===== src/sv/bffpa_pkg.sv =====
// Package for the bitmap first-fit page allocator.
// Holds sizes, mode and status codes, controller state and the command/status structs.
// No dependencies.
package bffpa_pkg;

   localparam int MaxPages   = 4096;
   localparam int PageBytes  = 4096;
   localparam int PageShift  = 12;
   localparam int MapWords   = (MaxPages + 63) / 64;
   localparam int WordBits   = (MapWords > 1) ? $clog2(MapWords) : 1;
   localparam int IdxBits    = WordBits + 6;
   localparam int CntBits    = 17;

   typedef enum logic [1:0] {
      MODE_INIT  = 2'd0,
      MODE_ALLOC = 2'd1,
      MODE_FREE  = 2'd2,
      MODE_STATS = 2'd3
   } mode_type;

   typedef enum logic [2:0] {
      ST_OK        = 3'd0,
      ST_INVALID   = 3'd1,
      ST_NOT_READY = 3'd2,
      ST_NO_PAGES  = 3'd3,
      ST_FRAG      = 3'd4
   } status_type;

   typedef enum logic [0:0] {
      CSR_BASE_PAGE  = 1'b0,
      CSR_POOL_PAGES = 1'b1
   } csr_index_type;

   // walk kinds run by the datapath
   typedef enum logic [2:0] {
      WALK_NONE  = 3'd0,
      WALK_INIT  = 3'd1,
      WALK_FIT   = 3'd2,
      WALK_SET   = 3'd3,
      WALK_CHECK = 3'd4,
      WALK_CLEAR = 3'd5,
      WALK_RUN   = 3'd6
   } walk_type;

   typedef enum logic [6:0] {
      S_IDLE  = 7'b0000001,
      S_DEC   = 7'b0000010,
      S_WALK1 = 7'b0000100,
      S_MID   = 7'b0001000,
      S_WALK2 = 7'b0010000,
      S_DONE  = 7'b0100000,
      S_OUT   = 7'b1000000
   } state_type;

   typedef struct packed {
      logic     latch;    // capture the item
      logic     start;    // start a walk
      walk_type walk;
      logic     commit;   // apply counter updates for the result
      status_type status;
      logic     load_out;
   } cmd_type;

   typedef struct packed {
      logic       busy;
      logic       found;     // fit found or check failed
      status_type pre_status; // status from the up-front checks
      mode_type   mode;
   } sts_type;

   // ceil(ceil(n/64)*8 / PageBytes)
   function automatic logic [15:0] map_pages_of(input logic [15:0] n);
      logic [16:0] bytes;
      logic [16:0] pg;
      bytes = ({7'd0, n[15:6]} + {16'd0, |n[5:0]}) << 3;
      pg = (bytes + 17'(PageBytes - 1)) >> PageShift;
      return pg[15:0];
   endfunction

endpackage


===== src/sv/bffpa_ctrl.sv =====
// Controller state machine of the allocator.
// Depends on bffpa_pkg; drives the datapath through cmd_type.
module bffpa_ctrl import bffpa_pkg::*; (
   input  logic    clock,
   input  logic    reset,
   input  logic    req_valid,
   output logic    req_ready,
   input  logic    out_busy,
   input  sts_type sts,
   output cmd_type cmd
);
   state_type  state_ff, state_in;
   status_type stat_ff, stat_in;

   always_ff @(posedge clock) begin
      if (reset) begin
         state_ff <= S_IDLE;
         stat_ff  <= ST_OK;
      end else begin
         state_ff <= state_in;
         stat_ff  <= stat_in;
      end
   end

   assign req_ready = (state_ff == S_IDLE);

   always_comb begin
      state_in = state_ff;
      stat_in  = stat_ff;
      cmd      = '0;
      cmd.walk = WALK_NONE;
      cmd.status = stat_ff;
      case (state_ff)
         S_IDLE: begin
            if (req_valid) begin
               cmd.latch = 1'b1;
               state_in  = S_DEC;
            end
         end
         // up-front checks settle status or pick the first walk
         S_DEC: begin
            stat_in = sts.pre_status;
            if (sts.pre_status != ST_OK) begin
               state_in = S_DONE;
            end else begin
               cmd.start = 1'b1;
               state_in  = S_WALK1;
               case (sts.mode)
                  MODE_INIT:  cmd.walk = WALK_INIT;
                  MODE_ALLOC: cmd.walk = WALK_FIT;
                  MODE_FREE:  cmd.walk = WALK_CHECK;
                  MODE_STATS: cmd.walk = WALK_RUN;
                  default:    cmd.walk = WALK_NONE;
               endcase
            end
         end
         S_WALK1: begin
            if (!sts.busy) begin
               state_in = S_MID;
            end
         end
         S_MID: begin
            state_in = S_DONE;
            if (sts.mode == MODE_ALLOC) begin
               if (sts.found) begin
                  cmd.start = 1'b1;
                  cmd.walk  = WALK_SET;
                  state_in  = S_WALK2;
               end else begin
                  stat_in = ST_FRAG;
               end
            end else if (sts.mode == MODE_FREE) begin
               if (sts.found) begin
                  stat_in = ST_NOT_READY;
               end else begin
                  cmd.start = 1'b1;
                  cmd.walk  = WALK_CLEAR;
                  state_in  = S_WALK2;
               end
            end
         end
         S_WALK2: begin
            if (!sts.busy) begin
               state_in = S_DONE;
            end
         end
         S_DONE: begin
            cmd.commit = 1'b1;
            state_in   = S_OUT;
         end
         S_OUT: begin
            if (!out_busy) begin
               cmd.load_out = 1'b1;
               state_in     = S_IDLE;
            end
         end
         default: state_in = S_IDLE;
      endcase
   end
endmodule


===== config.mk =====
export PLATFORM = sky130hd
export DESIGN_NAME = bffpa_ctrl
export DESIGN_NICKNAME = d
export VERILOG_FILES = /design/src/sv/bffpa_pkg.sv /design/src/sv/bffpa_ctrl.sv
export SDC_FILE = /design/constraint.sdc
export NUM_CORES = 1
export LEC_CHECK = 0
export ABC_CLOCK_PERIOD_IN_PS = 2400
export BUFFER_PORTS_ARGS = -buffer_cell sky130_fd_sc_hd__buf_2
export CELL_PAD_IN_SITES_DETAIL_PLACEMENT = 0
export CELL_PAD_IN_SITES_GLOBAL_PLACEMENT = 2
export CORE_UTILIZATION = 29
export CTS_CLUSTER_DIAMETER = 30
export CTS_CLUSTER_SIZE = 10
export DETAILED_ROUTE_END_ITERATION = 7
export GPL_ROUTABILITY_DRIVEN = 0
export HOLD_SLACK_MARGIN = 0.12
export PLACE_DENSITY = 0.86
export SYNTH_ARGS = -nofsm -noshare
export SYNTH_HDL_FRONTEND = slang
export SYNTH_SLANG_ARGS = --single-unit
export TNS_END_PERCENT = 5

===== constraint.sdc =====
create_clock -name clock -period 2.4 [get_ports clock]
set_clock_uncertainty 0.2 [all_clocks]
set_input_delay 0 -clock clock [delete_from_list [all_inputs] [get_ports clock]]
set_output_delay 0 -clock clock [all_outputs]
set_load 0.01 [all_outputs]

==> results list, run 1 <==
- Across every metal layer, demand over resource in global routing totals 14.3%.
- CTS built an H-tree with a depth of 1.
- Derived from the worst setup path, the maximum achievable clock frequency is 0.436 GHz.
* Antenna diode instance count: 0
- Number of endpoints failing setup at the final stage: 0
- IR analysis of the VDD net gives a maximum drop of 0.437 mV.
- The tightest hold path in the finished design has a slack of 0.189 ns.
* Initial antenna violation count: 0
- Relative to the synthesized area, the layout overhead comes to 33.7%.
- Post-route setup TNS: 0 ns
* Clock tree from TritonCTS: done
- Wire length of the first global-routing pass: 3040 um
* Initial DRC Count: 14
* Die width: 53.8 um
- The die covers 2900 um2.
* Per-cell routed wire length: 11.6 um
- In this run, post-CTS repair resized a total of 0 instances.
- Measured against the total synthesized area, the mux share comes to 4.01%.
* Synth Area in Adders: 8.03%
* Main flop type after synthesis: sky130_fd_sc_hd__dfxtp_1
- Summing all flip-flop and latch instances after layout gives 200 um2.
- 1st-pass router iterations: 4
- For the worst setup path, the data required time is 2.20 ns.
- Final wirelength: 1810 um
- Mapped Cells: 92
- Final HPWL from detailed placement: 1360 um
- The largest total area in the synthesized netlist belongs to sky130_fd_sc_hd__dfxtp_1.
- Site row count: 18
* Floorplan core area: 2500 um2
* Number of buffers created by CTS: 3
- After clock tree synthesis, the clock-pin slew on the worst setup and hold paths is 0.06 ns.
- The clock passes through at most 2 buffers.
- 22 I/O pins were placed.
- Number of inserted filler cells in the final layout: 264
- The multi-input combinational cells in the finished layout cover a total of 538 um2.
- Share of async-settable or async-resettable flops after synthesis: 0%
- Number of clock sinks seen by CTS: 10
- Highest fanout seen on the critical path: 4
- Max-cap violations in this run came to 0.
* Effective utilization at floorplan: 31.2%
* Final Critical Period: 2.29 ns
- Yosys mapped a number of flops with a built-in enable equal to 0.
- Yosys Warn Count: 0
* Crit path launch type: input port
* Ratio of cells with drive above 1 in the final layout: 33.3%
- Synth Area in Compound Gates: 16.1%
- Part of the Yosys area used for sequential elements: 25.7%
- Worst hold path class: in -> reg
- STA classifies the critical path endpoint as a primary output.
- Die span in y: 53.8 um
* Result of the run: finished clean
* Count of nets left with antenna violations after detail routing: 0
- Combined area of all synthesized cells: 779 um2
- Total leakage power: 0.000465 uW
- Averaged over all synthesized cells, the footprint is 8.47 um2.
* Total nets after synthesis: 108
* DRC violation count after routing: 0
* Biggest area contributors in the synthesized netlist: sky130_fd_sc_hd__dfxtp_1 26%, sky130_fd_sc_hd__ha_1 8.0%, sky130_fd_sc_hd__a21oi_1 4.5%, sky130_fd_sc_hd__nor3_1 4.5%, sky130_fd_sc_hd__nor4b_1 3.4%
- Power per cell area: 463 nW/um2
* Ratio of final minimum period to clock period: 95.5%
* Via Count: 813
* Worst slew pin tran: 0.422 ns
* IO buf count: 21
- Using the TritonRoute via totals, the vias-per-cell ratio works out to 5.21.
* Pin count of the biggest net entering global routing: 11
- The synthesized netlist devotes 38.7% of its cell area to simple gates.
- Number of nets in the layout: 144
- Summed over its instances, the top area cell type makes up 25.7% of the synthesized netlist area.
- Rel. slew slack: 71.5%
- Type of the worst setup path: in -> out
* Number of distinct library cells after synthesis: 33
* CTS Root Buffer Type: sky130_fd_sc_hd__clkbuf_4
- The number of max-slew violations in the final report came to 0.
- Number of global-route vias before repair: 713
* Source-to-sink clock delay at the later pin of the worst-skew pair: 0.26 ns
- Setup repair after global routing left no endpoint under its margin.
- STA puts the critical path data arrival time at 2.09 ns.
* Final Hold Fails: 0
- Largest family of logic cells by synthesized area: simple AND/OR/NAND/NOR gates
- Global routing finished with a remaining overflow of 0.
- Counting flops and latches in the post-synthesis netlist gives 10.
* Synthesized-area fraction occupied by xor and xnor cells: 2.25%
## worst paths after layout
path              cells after the start  slack (ns)                  endpoint                      from
setup / recovery                      7        0.11                    cmd[7]                    sts[3]
hold / removal                        4        0.19   stat_ff[2]$_SDFFE_PP0P_                    sts[0]
setup reg to reg                      5        0.32  state_ff[0]$_SDFFE_PP1P_  state_ff[5]$_SDFFE_PP0P_
hold reg to reg                       2        0.27   stat_ff[0]$_SDFFE_PP0P_   stat_ff[0]$_SDFFE_PP0P_
## synthesized netlist by cell type (all sizes together), types with 2 or more instances
cell type,n
dfxtp,10
a21oi,7
nand2,7
nor3,7
ha,5
nor2,5
nor4b,5
o21ai,4
or2,4
inv,3
nand3b,3
o31ai,3
or3,3
and2,2
buf,2
clkbuf,2
mux2i,2
nand2b,2
nand3,2
nor4,2
or4b,2
xnor2,2
## where the power goes
part / switching [uW] / internal, uW / leakage, uW
registers: 18.3 / 179 / 0.0000812
logic: 85.4 / 87.7 / 0.000370
clock network: 54.3 / 57.8 / 0.0000138
## sequential cells by signal (all words and copies together) (netlist names)
signal,cells
stat_ff,3
state_ff,7
## final cells by class
cell class | count | share of cell area [%]
tap | 30 | 3.60
timing repair buffer | 35 | 22.3
multi-input combinational | 75 | 51.6
inverter | 3 | 1.08
sequential | 10 | 19.2
clock buffer | 3 | 2.16
## placed cells by master, fill, tap and decap left out, drive strengths merged, types with 2 or more instances in the layout
| cell | instances |
|---|---|
| a21oi | 7 |
| and2 | 2 |
| buf | 26 |
| clkbuf | 3 |
| dfxtp | 10 |
| dlygate4sd3 | 9 |
| ha | 5 |
| inv | 3 |
| mux2i | 2 |
| nand2 | 7 |
| nand2b | 2 |
| nand3 | 2 |
| nand3b | 3 |
| nor2 | 5 |
| nor3 | 7 |
| nor4 | 2 |
| nor4b | 5 |
| o21ai | 4 |
| o31ai | 3 |
| or2 | 4 |
| or3 | 3 |
| or4b | 2 |
| xnor2 | 2 |
## metrics by stage
step                      setup WS [ns]  cells  utilization, %  total power, uW  area [um2]
final                             0.108    156            41.7              482        1040
after detailed placement          0.309    142            36.6              357         915
after CTS                        0.0120    154            41.1              482        1030
after global routing            0.00594    156            41.7              514        1040
after floorplan                   0.281     92               -              311         779
after global placement            0.281    142            36.6              358         915
## kinds of logic (layout without fill, tap and decap cells)
kind of cell | count (synthesis) | count (layout)
buffers and inverters | 7 | 41
xor gates and xnor gates | 2 | 2
muxes | 3 | 3
AOI/OAI and AO/OA | 19 | 19
DFF | 10 | 10
adders and majority gates | 5 | 5
and+or+nand+nor | 46 | 46
## critical path, cell delays in order
cell	delay [ns]
sky130_fd_sc_hd__dlygate4sd3_1	0.53
sky130_fd_sc_hd__buf_2	0.14
sky130_fd_sc_hd__nor3_1	0.31
sky130_fd_sc_hd__dlygate4sd3_1	0.62
sky130_fd_sc_hd__nand2_2	0.08
sky130_fd_sc_hd__o32ai_2	0.25
sky130_fd_sc_hd__buf_2	0.16
## routing by layer
layer / track usage [%] / routed length (um)
met1: 18.0 / 879
met3: 5.93 / 77
met4: 1.32 / 0
met5: 0 / 0
met2: 23.5 / 853
## timing repair
item / in CTS / in global routing
endpoints found under the hold margin: 11 / 0
setup buffers: 0 / 2
hold buffers: 9 / 0
endpoints found under the setup margin: 0 / 1
Note: power is estimated with default switching activity, not from simulation.
==> run 2, diff against run 1 <==
Settings changed: ABC_AREA from default to 1, CORE_UTILIZATION 29 to 27, SLEW_MARGIN from default to 10.
==> run 2 against run 1 <==
Worst hold slack better by 0.047 ns. Die area up 18%. Sequential power up 17%.
==> results list, run 2 <==
- Result of the run: finished clean
- The total of flip-flops plus latches after synthesis is 10 (unchanged).
* Crit path launch type: input port
- Initial DRC Count: 27 (+13)
- Met3 usage in global routing: 3.96% (-2.0 points)
- The post-synth design cell area came to 863 um2 (+11%).
- The clock latency on the worst-skew pair was 0.26 ns (about the same).
- Sw Share: 44.0% (+11 points)
* Most congested layer reported by global routing: met2
* Post-DR vias/cell: 4.17 (-20%)
- Max-capacitance violation count: 0 (unchanged)
- Most common library cell in the layout ignoring fill and taps: sky130_fd_sc_hd__nand2_1
- Post_cts resized: 0 (unchanged)
- For this design, the slowest cell found on the critical path is sky130_fd_sc_hd__dlygate4sd3_1.
- Clock tree from TritonCTS: done
* Final Hold Fails: 0 (unchanged)
- The post-synthesis area per instance came to 6.54 um2 (-23%).
* Most frequently used cell type in the post-synthesis netlist: sky130_fd_sc_hd__nand2_1
- The total power density per cell area was 618 nW/um2 (+34%).
* FMAX: 0.476 GHz (+9.2%)
- Final HPWL from detailed placement: 1650 um (+21%)
- Total global routing track utilization: 13.5% (-0.82 points)
- Clk pwr share: 15.3% (-7.9 points)
- Total power of the final layout: 721 uW (+49%)
- The post-synthesis async set-or-reset flop share came to 0% (unchanged).
- The post-synthesis cell type count was 23 (-30%).
- The clock transition at the registers of the reported paths is 0.07 ns (about the same).
- The fraction of layout cells with a size suffix above 1 is 27.4% (-6.0 points).
* Largest area contributor in the synthesized netlist: sky130_fd_sc_hd__dfxtp_1
- Part of the Yosys area used for sequential elements: 23.2% (-2.5 points)
- The maximum net fanout on the critical path came to 3 (-1).
- The share of total power in combinational logic came to 52.7% (+17 points).
* Worst hold path class: in -> reg
- The internal power summed over all cells was 403 uW (+24%).
- Number of clock sinks seen by CTS: 10 (unchanged)
- The total number of H-tree levels came to 1 (unchanged).
- In the layout the commonest cells are 27 x sky130_fd_sc_hd__nand2_1, 22 x sky130_fd_sc_hd__inv_1, 21 x sky130_fd_sc_hd__buf_2.
* Post-synth EDFFs: 0 (unchanged)
* Met1 usage in global routing: 17.1% (-0.86 points)
- Wire length of the first global-routing pass: 3460 um (+14%)
* Type of the worst setup path: in -> out
* Number of flip-flops under the largest register name: 7 (unchanged)
- Biggest area contributors in the synthesized netlist: sky130_fd_sc_hd__dfxtp_1 23%, sky130_fd_sc_hd__nand2_1 12%, sky130_fd_sc_hd__inv_1 9.6%, sky130_fd_sc_hd__nor2_1 8.3%, sky130_fd_sc_hd__ha_1 7.2%
- Register share of total power: 32.0% (-8.9 points)
- Top-Level Pins: 22 (unchanged)
* Top cell types by occurrence after synthesis: 27 x sky130_fd_sc_hd__nand2_1, 22 x sky130_fd_sc_hd__inv_1, 19 x sky130_fd_sc_hd__nor2_1, 11 x sky130_fd_sc_hd__nand3_1, 10 x sky130_fd_sc_hd__dfxtp_1
- Clock buffer depth: 2 (unchanged)
* Largest voltage drop on the vdd net: 0.299 mV (-32%)
- In the final layout, the registers with the most flip-flops are state_ff: 7 flops, stat_ff: 3 flops.
- Main flop type after synthesis: sky130_fd_sc_hd__dfxtp_1
- The starting density of the core was 28.3% (-2.9 points).
- The worst stage delay on the critical path was 0.59 ns (-0.03 ns).
- Pin count of the biggest net entering global routing: 9 (-2)
- Met2 layer usage reported by global route: 21.7% (-1.8 points)
* Fraction of post-synthesis cell area in the top cell type by area: 23.2% (-2.5 points)
- The final antenna-violating net count came to 0 (unchanged).
* Final Critical Period: 2.10 ns (-0.193 ns)
- The number of rows in the core area is 20 (+2).
- The data required time of the worst path came to 2.20 ns (about the same).
- The aggregate negative setup slack was 0 ns (unchanged).
- The arrival time at the worst endpoint was 1.90 ns (-0.19 ns).
* Critical path cell sequence: dlygate4sd3_1 > buf_2 > inv_1 > nand3_1 > dlygate4sd3_1 > nor2_2 > o21ai_0 > o21ai_1 > buf_2
* Fin. max-slew vios: 0 (unchanged)
- Relative to the synthesized area, the layout overhead comes to 35.1%.
- The quantity of I/O buffers inserted on ports is 21 (unchanged).
- Total leakage power: 0.000599 uW (+29%)
* Crit end category: primary output
- The number of clock buffers inserted by TritonCTS is 3 (unchanged).
- The synthesized instance count is 132 (+43%).
* Largest register by flop count: state_ff
- Worst path buffer plus inverter count: 5 (+1)
* NetSw: 317 uW (+100%)
* Setup repair after global routing missed its margin: no
- The initial antenna violation count is 0 (unchanged).
* Floorplan core area: 3050 um2 (+22%)
- The total of fill cells in the finished design came to 364 (+38%).
- The slew at the pin with the worst max-slew slack is 0.276 ns (-0.146 ns).
- Via Count: 885 (+8.9%)
- The number of global-route vias before repair came to 833 (+17%).
* Antenna diode instance count: 0 (unchanged)
- Die width: 58.5 um (+8.7%)
- Grouping stages by cell kind, the critical path spends the most delay in buffers and inverters.
- 1st-pass router iterations: 4 (unchanged)
- The relative slew slack is 81.5% (+10 points).
* Number of nets in the layout: 186 (+29%)
- The number of design rule violations left after detail routing is 0 (unchanged).
- The tree is rooted in a sky130_fd_sc_hd__clkbuf_4.
- The total global routing overflow came to 0 (unchanged).
* Die span in y: 58.5 um (+8.7%)
* Number of endpoints failing setup at the final stage: 0 (unchanged)
* Final wirelength: 1970 um (+8.8%)
- The die outline area is 3430 um2 (+18%).
* Total nets after synthesis: 148 (+37%)
- Per-cell routed wire length: 9.29 um (-20%)
- The final cycle utilization of the critical path was 87.5% (-8.0 points).
- The count of warnings emitted by yosys is 0 (unchanged).
run 2: metrics by stage:
stage | instance area (um2) | std cells | utilization, % | hold WS [ns] | setup slack (ns)
detailed placement | 1020 | 197 | 33.5 | 0.0361 | 0.819
global route | 1170 | 212 | 38.2 | 0.255 | 0.158
CTS | 1170 | 212 | 38.2 | 0.231 | 0.305
floorplan | 863 | 132 | - | -0.147 | 1.01
global placement | 1020 | 197 | 33.5 | 0.0276 | 0.832
finish | 1170 | 212 | 38.2 | 0.236 | 0.301
run 2: layout make-up:
cell class	instances	area, um2	area share [%]
clock buffer	3	22.5	1.93
inverter	26	97.6	8.37
multi-input combinational	96	566	48.5
sequential	10	200	17.2
tap	44	55.1	4.72
timing repair buffer	33	225	19.3
run 2: tightest hold or removal path, cell delays in order:
cell                      delay, ns
sky130_fd_sc_hd__buf_2         0.12
sky130_fd_sc_hd__inv_1         0.08
sky130_fd_sc_hd__ha_1          0.17
sky130_fd_sc_hd__nand2_4       0.06
sky130_fd_sc_hd__nand2_4       0.08
sky130_fd_sc_hd__a21oi_1       0.06
sky130_fd_sc_hd__nor2_1        0.09
run 2: kinds of logic (layout without fill, tap and decap cells):
family | count (synthesis) | in the layout | share of synthesized area, %
AOI/OAI and AO/OA | 13 | 13 | 10.1
adders and majority gates | 5 | 5 | 7.25
buffers and inverters | 26 | 62 | 11.3
DFF | 10 | 10 | 23.2
and+or+nand+nor | 78 | 78 | 48.1
run 2: metal layers:
metal  vias to the layer above  part of all wire [%]
met5                         -                     0
met4                         0                  0.41
met3                         2                   2.4
met2                        11                    48
met1                       393                    49
li1                        479                     -
run 2: what timing repair did:
item,in CTS,in global routing
hold endpoints to repair,11,0
buffers inserted,0,0
hold buffers,12,0
run 2: power groups by stage:
stage | Clock [uW] | Sequential [uW] | Combinational (uW)
final | 110 | 231 | 380
after global routing | 127 | 235 | 436
after floorplan | 0 | 235 | 270
after detailed placement | 0 | 235 | 363
after global placement | 0 | 234 | 364
after CTS | 120 | 231 | 382
run 2: worst paths after layout:
| path | start | endpoint | slack [ns] | depth (start not counted) |
|---|---|---|---|---|
| max | sts[2] | cmd[6] | 0.30 | 9 |
| min | sts[1] | stat_ff[2]$_SDFFE_PP0P_ | 0.24 | 7 |
| max reg2reg | state_ff[3]$_SDFFE_PP0P_ | state_ff[5]$_SDFFE_PP0P_ | 0.40 | 9 |
| min reg2reg | stat_ff[2]$_SDFFE_PP0P_ | stat_ff[2]$_SDFFE_PP0P_ | 0.30 | 2 |
==> run 3, diff against run 2 <==
Settings changed: RECOVER_POWER from default to 25.
==> run 3 against run 2 <==
Combinational power fell by 1%. Sequential share of layout area up 0.11 points. Clock-buffer cell count did not move. Sequential cell count unchanged. Total power down 0.75%. First-iteration DRC count is 7.4% higher. Wire length is 0.10% higher. Critical path type unchanged. Largest cell class unchanged.
==> results list, run 3 (synthesis results as in run 2) <==
* FMAX: 0.476 GHz (unchanged)
- The sink count of the clock tree is 10 (unchanged).
* Site row count: 20 (unchanged)
- The worst ir drop on vdd was 0.298 mV (about the same).
* Number of nets in the layout: 186 (unchanged)
* Required time at the worst-slack endpoint: 2.20 ns (about the same)
- Total leakage power: 0.000581 uW (-2.9%)
- The fraction of layout cells with a size suffix above 1 was 24.4% (-3.0 points).
* Count of nets left with antenna violations after detail routing: 0 (unchanged)
- CTS Root Buffer Type: sky130_fd_sc_hd__clkbuf_4
- The number of setup violations in the final report was 0 (unchanged).
- Counting flops per register, the top entry is state_ff.
* Post-DR vias/cell: 4.17 (unchanged)
- Number of global-route vias before repair: 833 (unchanged)
- Highest fanout seen on the critical path: 3 (unchanged)
* Overflow left after global routing: 0 (unchanged)
* Die span in y: 58.5 um (unchanged)
* Crit-path slowest cell: sky130_fd_sc_hd__dlygate4sd3_1
* Pin count of the biggest net entering global routing: 9 (unchanged)
* Registers with the highest flip-flop counts: state_ff: 7 flops, stat_ff: 3 flops
* Maximum cell stage delay along the critical path: 0.59 ns (about the same)
- Via Count: 885 (unchanged)
* Effective utilization at floorplan: 28.3% (unchanged)
* Type of the worst setup path: in -> out
* Die width: 58.5 um (unchanged)
- H-tree Lvls: 1 (unchanged)
- Top-Level Pins: 22 (unchanged)
- The global-route wire length before repair came to 3460 um (unchanged).
- The aggregate negative setup slack is 0 ns (unchanged).
* Commonest cells after routing, fill and taps aside: 27 x sky130_fd_sc_hd__nand2_1, 22 x sky130_fd_sc_hd__inv_1, 20 x sky130_fd_sc_hd__nor2_1
- The worst hold slack was 0.236 ns (+0.000215 ns).
* Floorplan core area: 3050 um2 (unchanged)
* Worst slew pin tran: 0.276 ns (unchanged)
* Ratio of final minimum period to clock period: 87.5% (unchanged)
- Max-capacitance violation count: 0 (unchanged)
- Clock input transition at the sequential cells of the worst setup and hold paths: 0.07 ns (about the same)
- Layout area overhead: 34.2%
* IO buf count: 21 (unchanged)
- The time the worst path needs with I/O delays and setup came to 2.10 ns (unchanged).
- The count of inserted antenna diode cells came to 0 (unchanged).
- Most common library cell in the layout ignoring fill and taps: sky130_fd_sc_hd__nand2_1
- The number of clock buffers inserted by TritonCTS was 3 (unchanged).
* Initial antenna violation count: 0 (unchanged)
- The global-route usage over all layers was 13.5% (unchanged).
* Number of inserted filler cells in the final layout: 368 (+1.1%)
* Crit path launch type: input port
- Crit path max-delay family: buffers and inverters
* 1st-pass router iterations: 4 (unchanged)
* Final HPWL from detailed placement: 1650 um (unchanged)
* Setup repair after global routing missed its margin: no
* Fin. max-slew vios: 0 (unchanged)
* DRC violation count after routing: 0 (unchanged)
- The hold violation count in the final report came to 0 (unchanged).
- The arrival time at the worst endpoint is 1.90 ns (about the same).
- The flow ran to the end, and the final reports show no timing, DRC or antenna violations.
* Worst hold path class: in -> reg
* Crit end category: primary output
* Clock tree from TritonCTS: done
- The number of buffers added for setup after CTS is 0 (unchanged).
- Source-to-sink clock delay at the later pin of the worst-skew pair: 0.26 ns (about the same)
* Die area: 3430 um2 (unchanged)
* Worst path depth: 9 (unchanged)
- Clock buffer depth: 2 (unchanged)
- The cell count of the worst reg-to-reg path is 8 (-1).
- Power per cell area: 617 nW/um2 (-0.11%)
- Rel. slew slack: 81.5% (unchanged)
- Traced cell by cell, the critical path runs through dlygate4sd3_1 > buf_2 > inv_1 > nand3_1 > dlygate4sd3_1 > nor2_2 > o21ai_0 > o21ai_1 > buf_2.
- The number of design-rule violations left by the first detailed-router iteration was 29 (+7.4%).
- The worst reg-to-reg setup slack is 0.35 ns (-0.05 ns).
* Per-cell routed wire length: 9.30 um (+0.10%)
* Number of flip-flops under the largest register name: 7 (unchanged)
- Worst path buffer plus inverter count: 5 (unchanged)
- Final wirelength: 1970 um (+0.10%)
- The number of stages on the worst hold path came to 7 (unchanged).
run 3: cell type report:
type                    count  area (um2)  area share, %
flip-flops and latches     10         200           17.3
well taps                  44        55.1           4.75
repair buffers             33         220           19.0
multi-input cells          96         563           48.6
clock buffers               3        22.5           1.94
inverters                  26        97.6           8.42
run 3: worst reg2reg max path, delay by kind of cell, from the launching register on:
kind            cells  cell delay (ns)
simple gates        5             0.64
compound gates      1             0.15
buf+inv             2             0.63
flops               1             0.36
run 3: what timing repair did:
item                      in CTS  in global routing
resized for setup              0                  0
hold buffers                  12                  0
hold endpoints to repair      11                  0
run 3: path summary, 6_finish.rpt:
| check | from | end |
|---|---|---|
| max | sts[2] | cmd[6] |
| max reg2reg | state_ff[3]$_SDFFE_PP0P_ | stat_ff[0]$_SDFFE_PP0P_ |
| min | sts[1] | stat_ff[2]$_SDFFE_PP0P_ |
| min reg2reg | stat_ff[2]$_SDFFE_PP0P_ | stat_ff[2]$_SDFFE_PP0P_ |
run 3: per-stage QoR:
stage	instances	utilization (%)	worst slack, ns	area, um2	total power, uW
floorplan	132	-	1.01	863	505
global placement	197	33.5	0.832	1020	598
detailed placement	197	33.5	0.819	1020	598
CTS	212	38.2	0.305	1170	734
global route	212	38.0	0.158	1160	792
finish	212	38.0	0.301	1160	715
run 3: power by group:
part / switching, uW / leakage, uW / internal (uW)
sequential: 31.2 / 0.0000814 / 199
combinational: 233 / 0.000486 / 141
clock: 52.7 / 0.0000138 / 57.6
total: 317 / 0.000581 / 398
run 3: per-layer routing:
| layer | vias to the layer above | share of wire (%) | GRT usage, % |
|---|---|---|---|
| li1 | 479 | - | - |
| met1 | 393 | 49 | 17.1 |
| met2 | 11 | 48 | 21.7 |
| met3 | 2 | 2.3 | 3.96 |
| met4 | 0 | 0.41 | 5.10 |
| met5 | - | 0 | 0 |
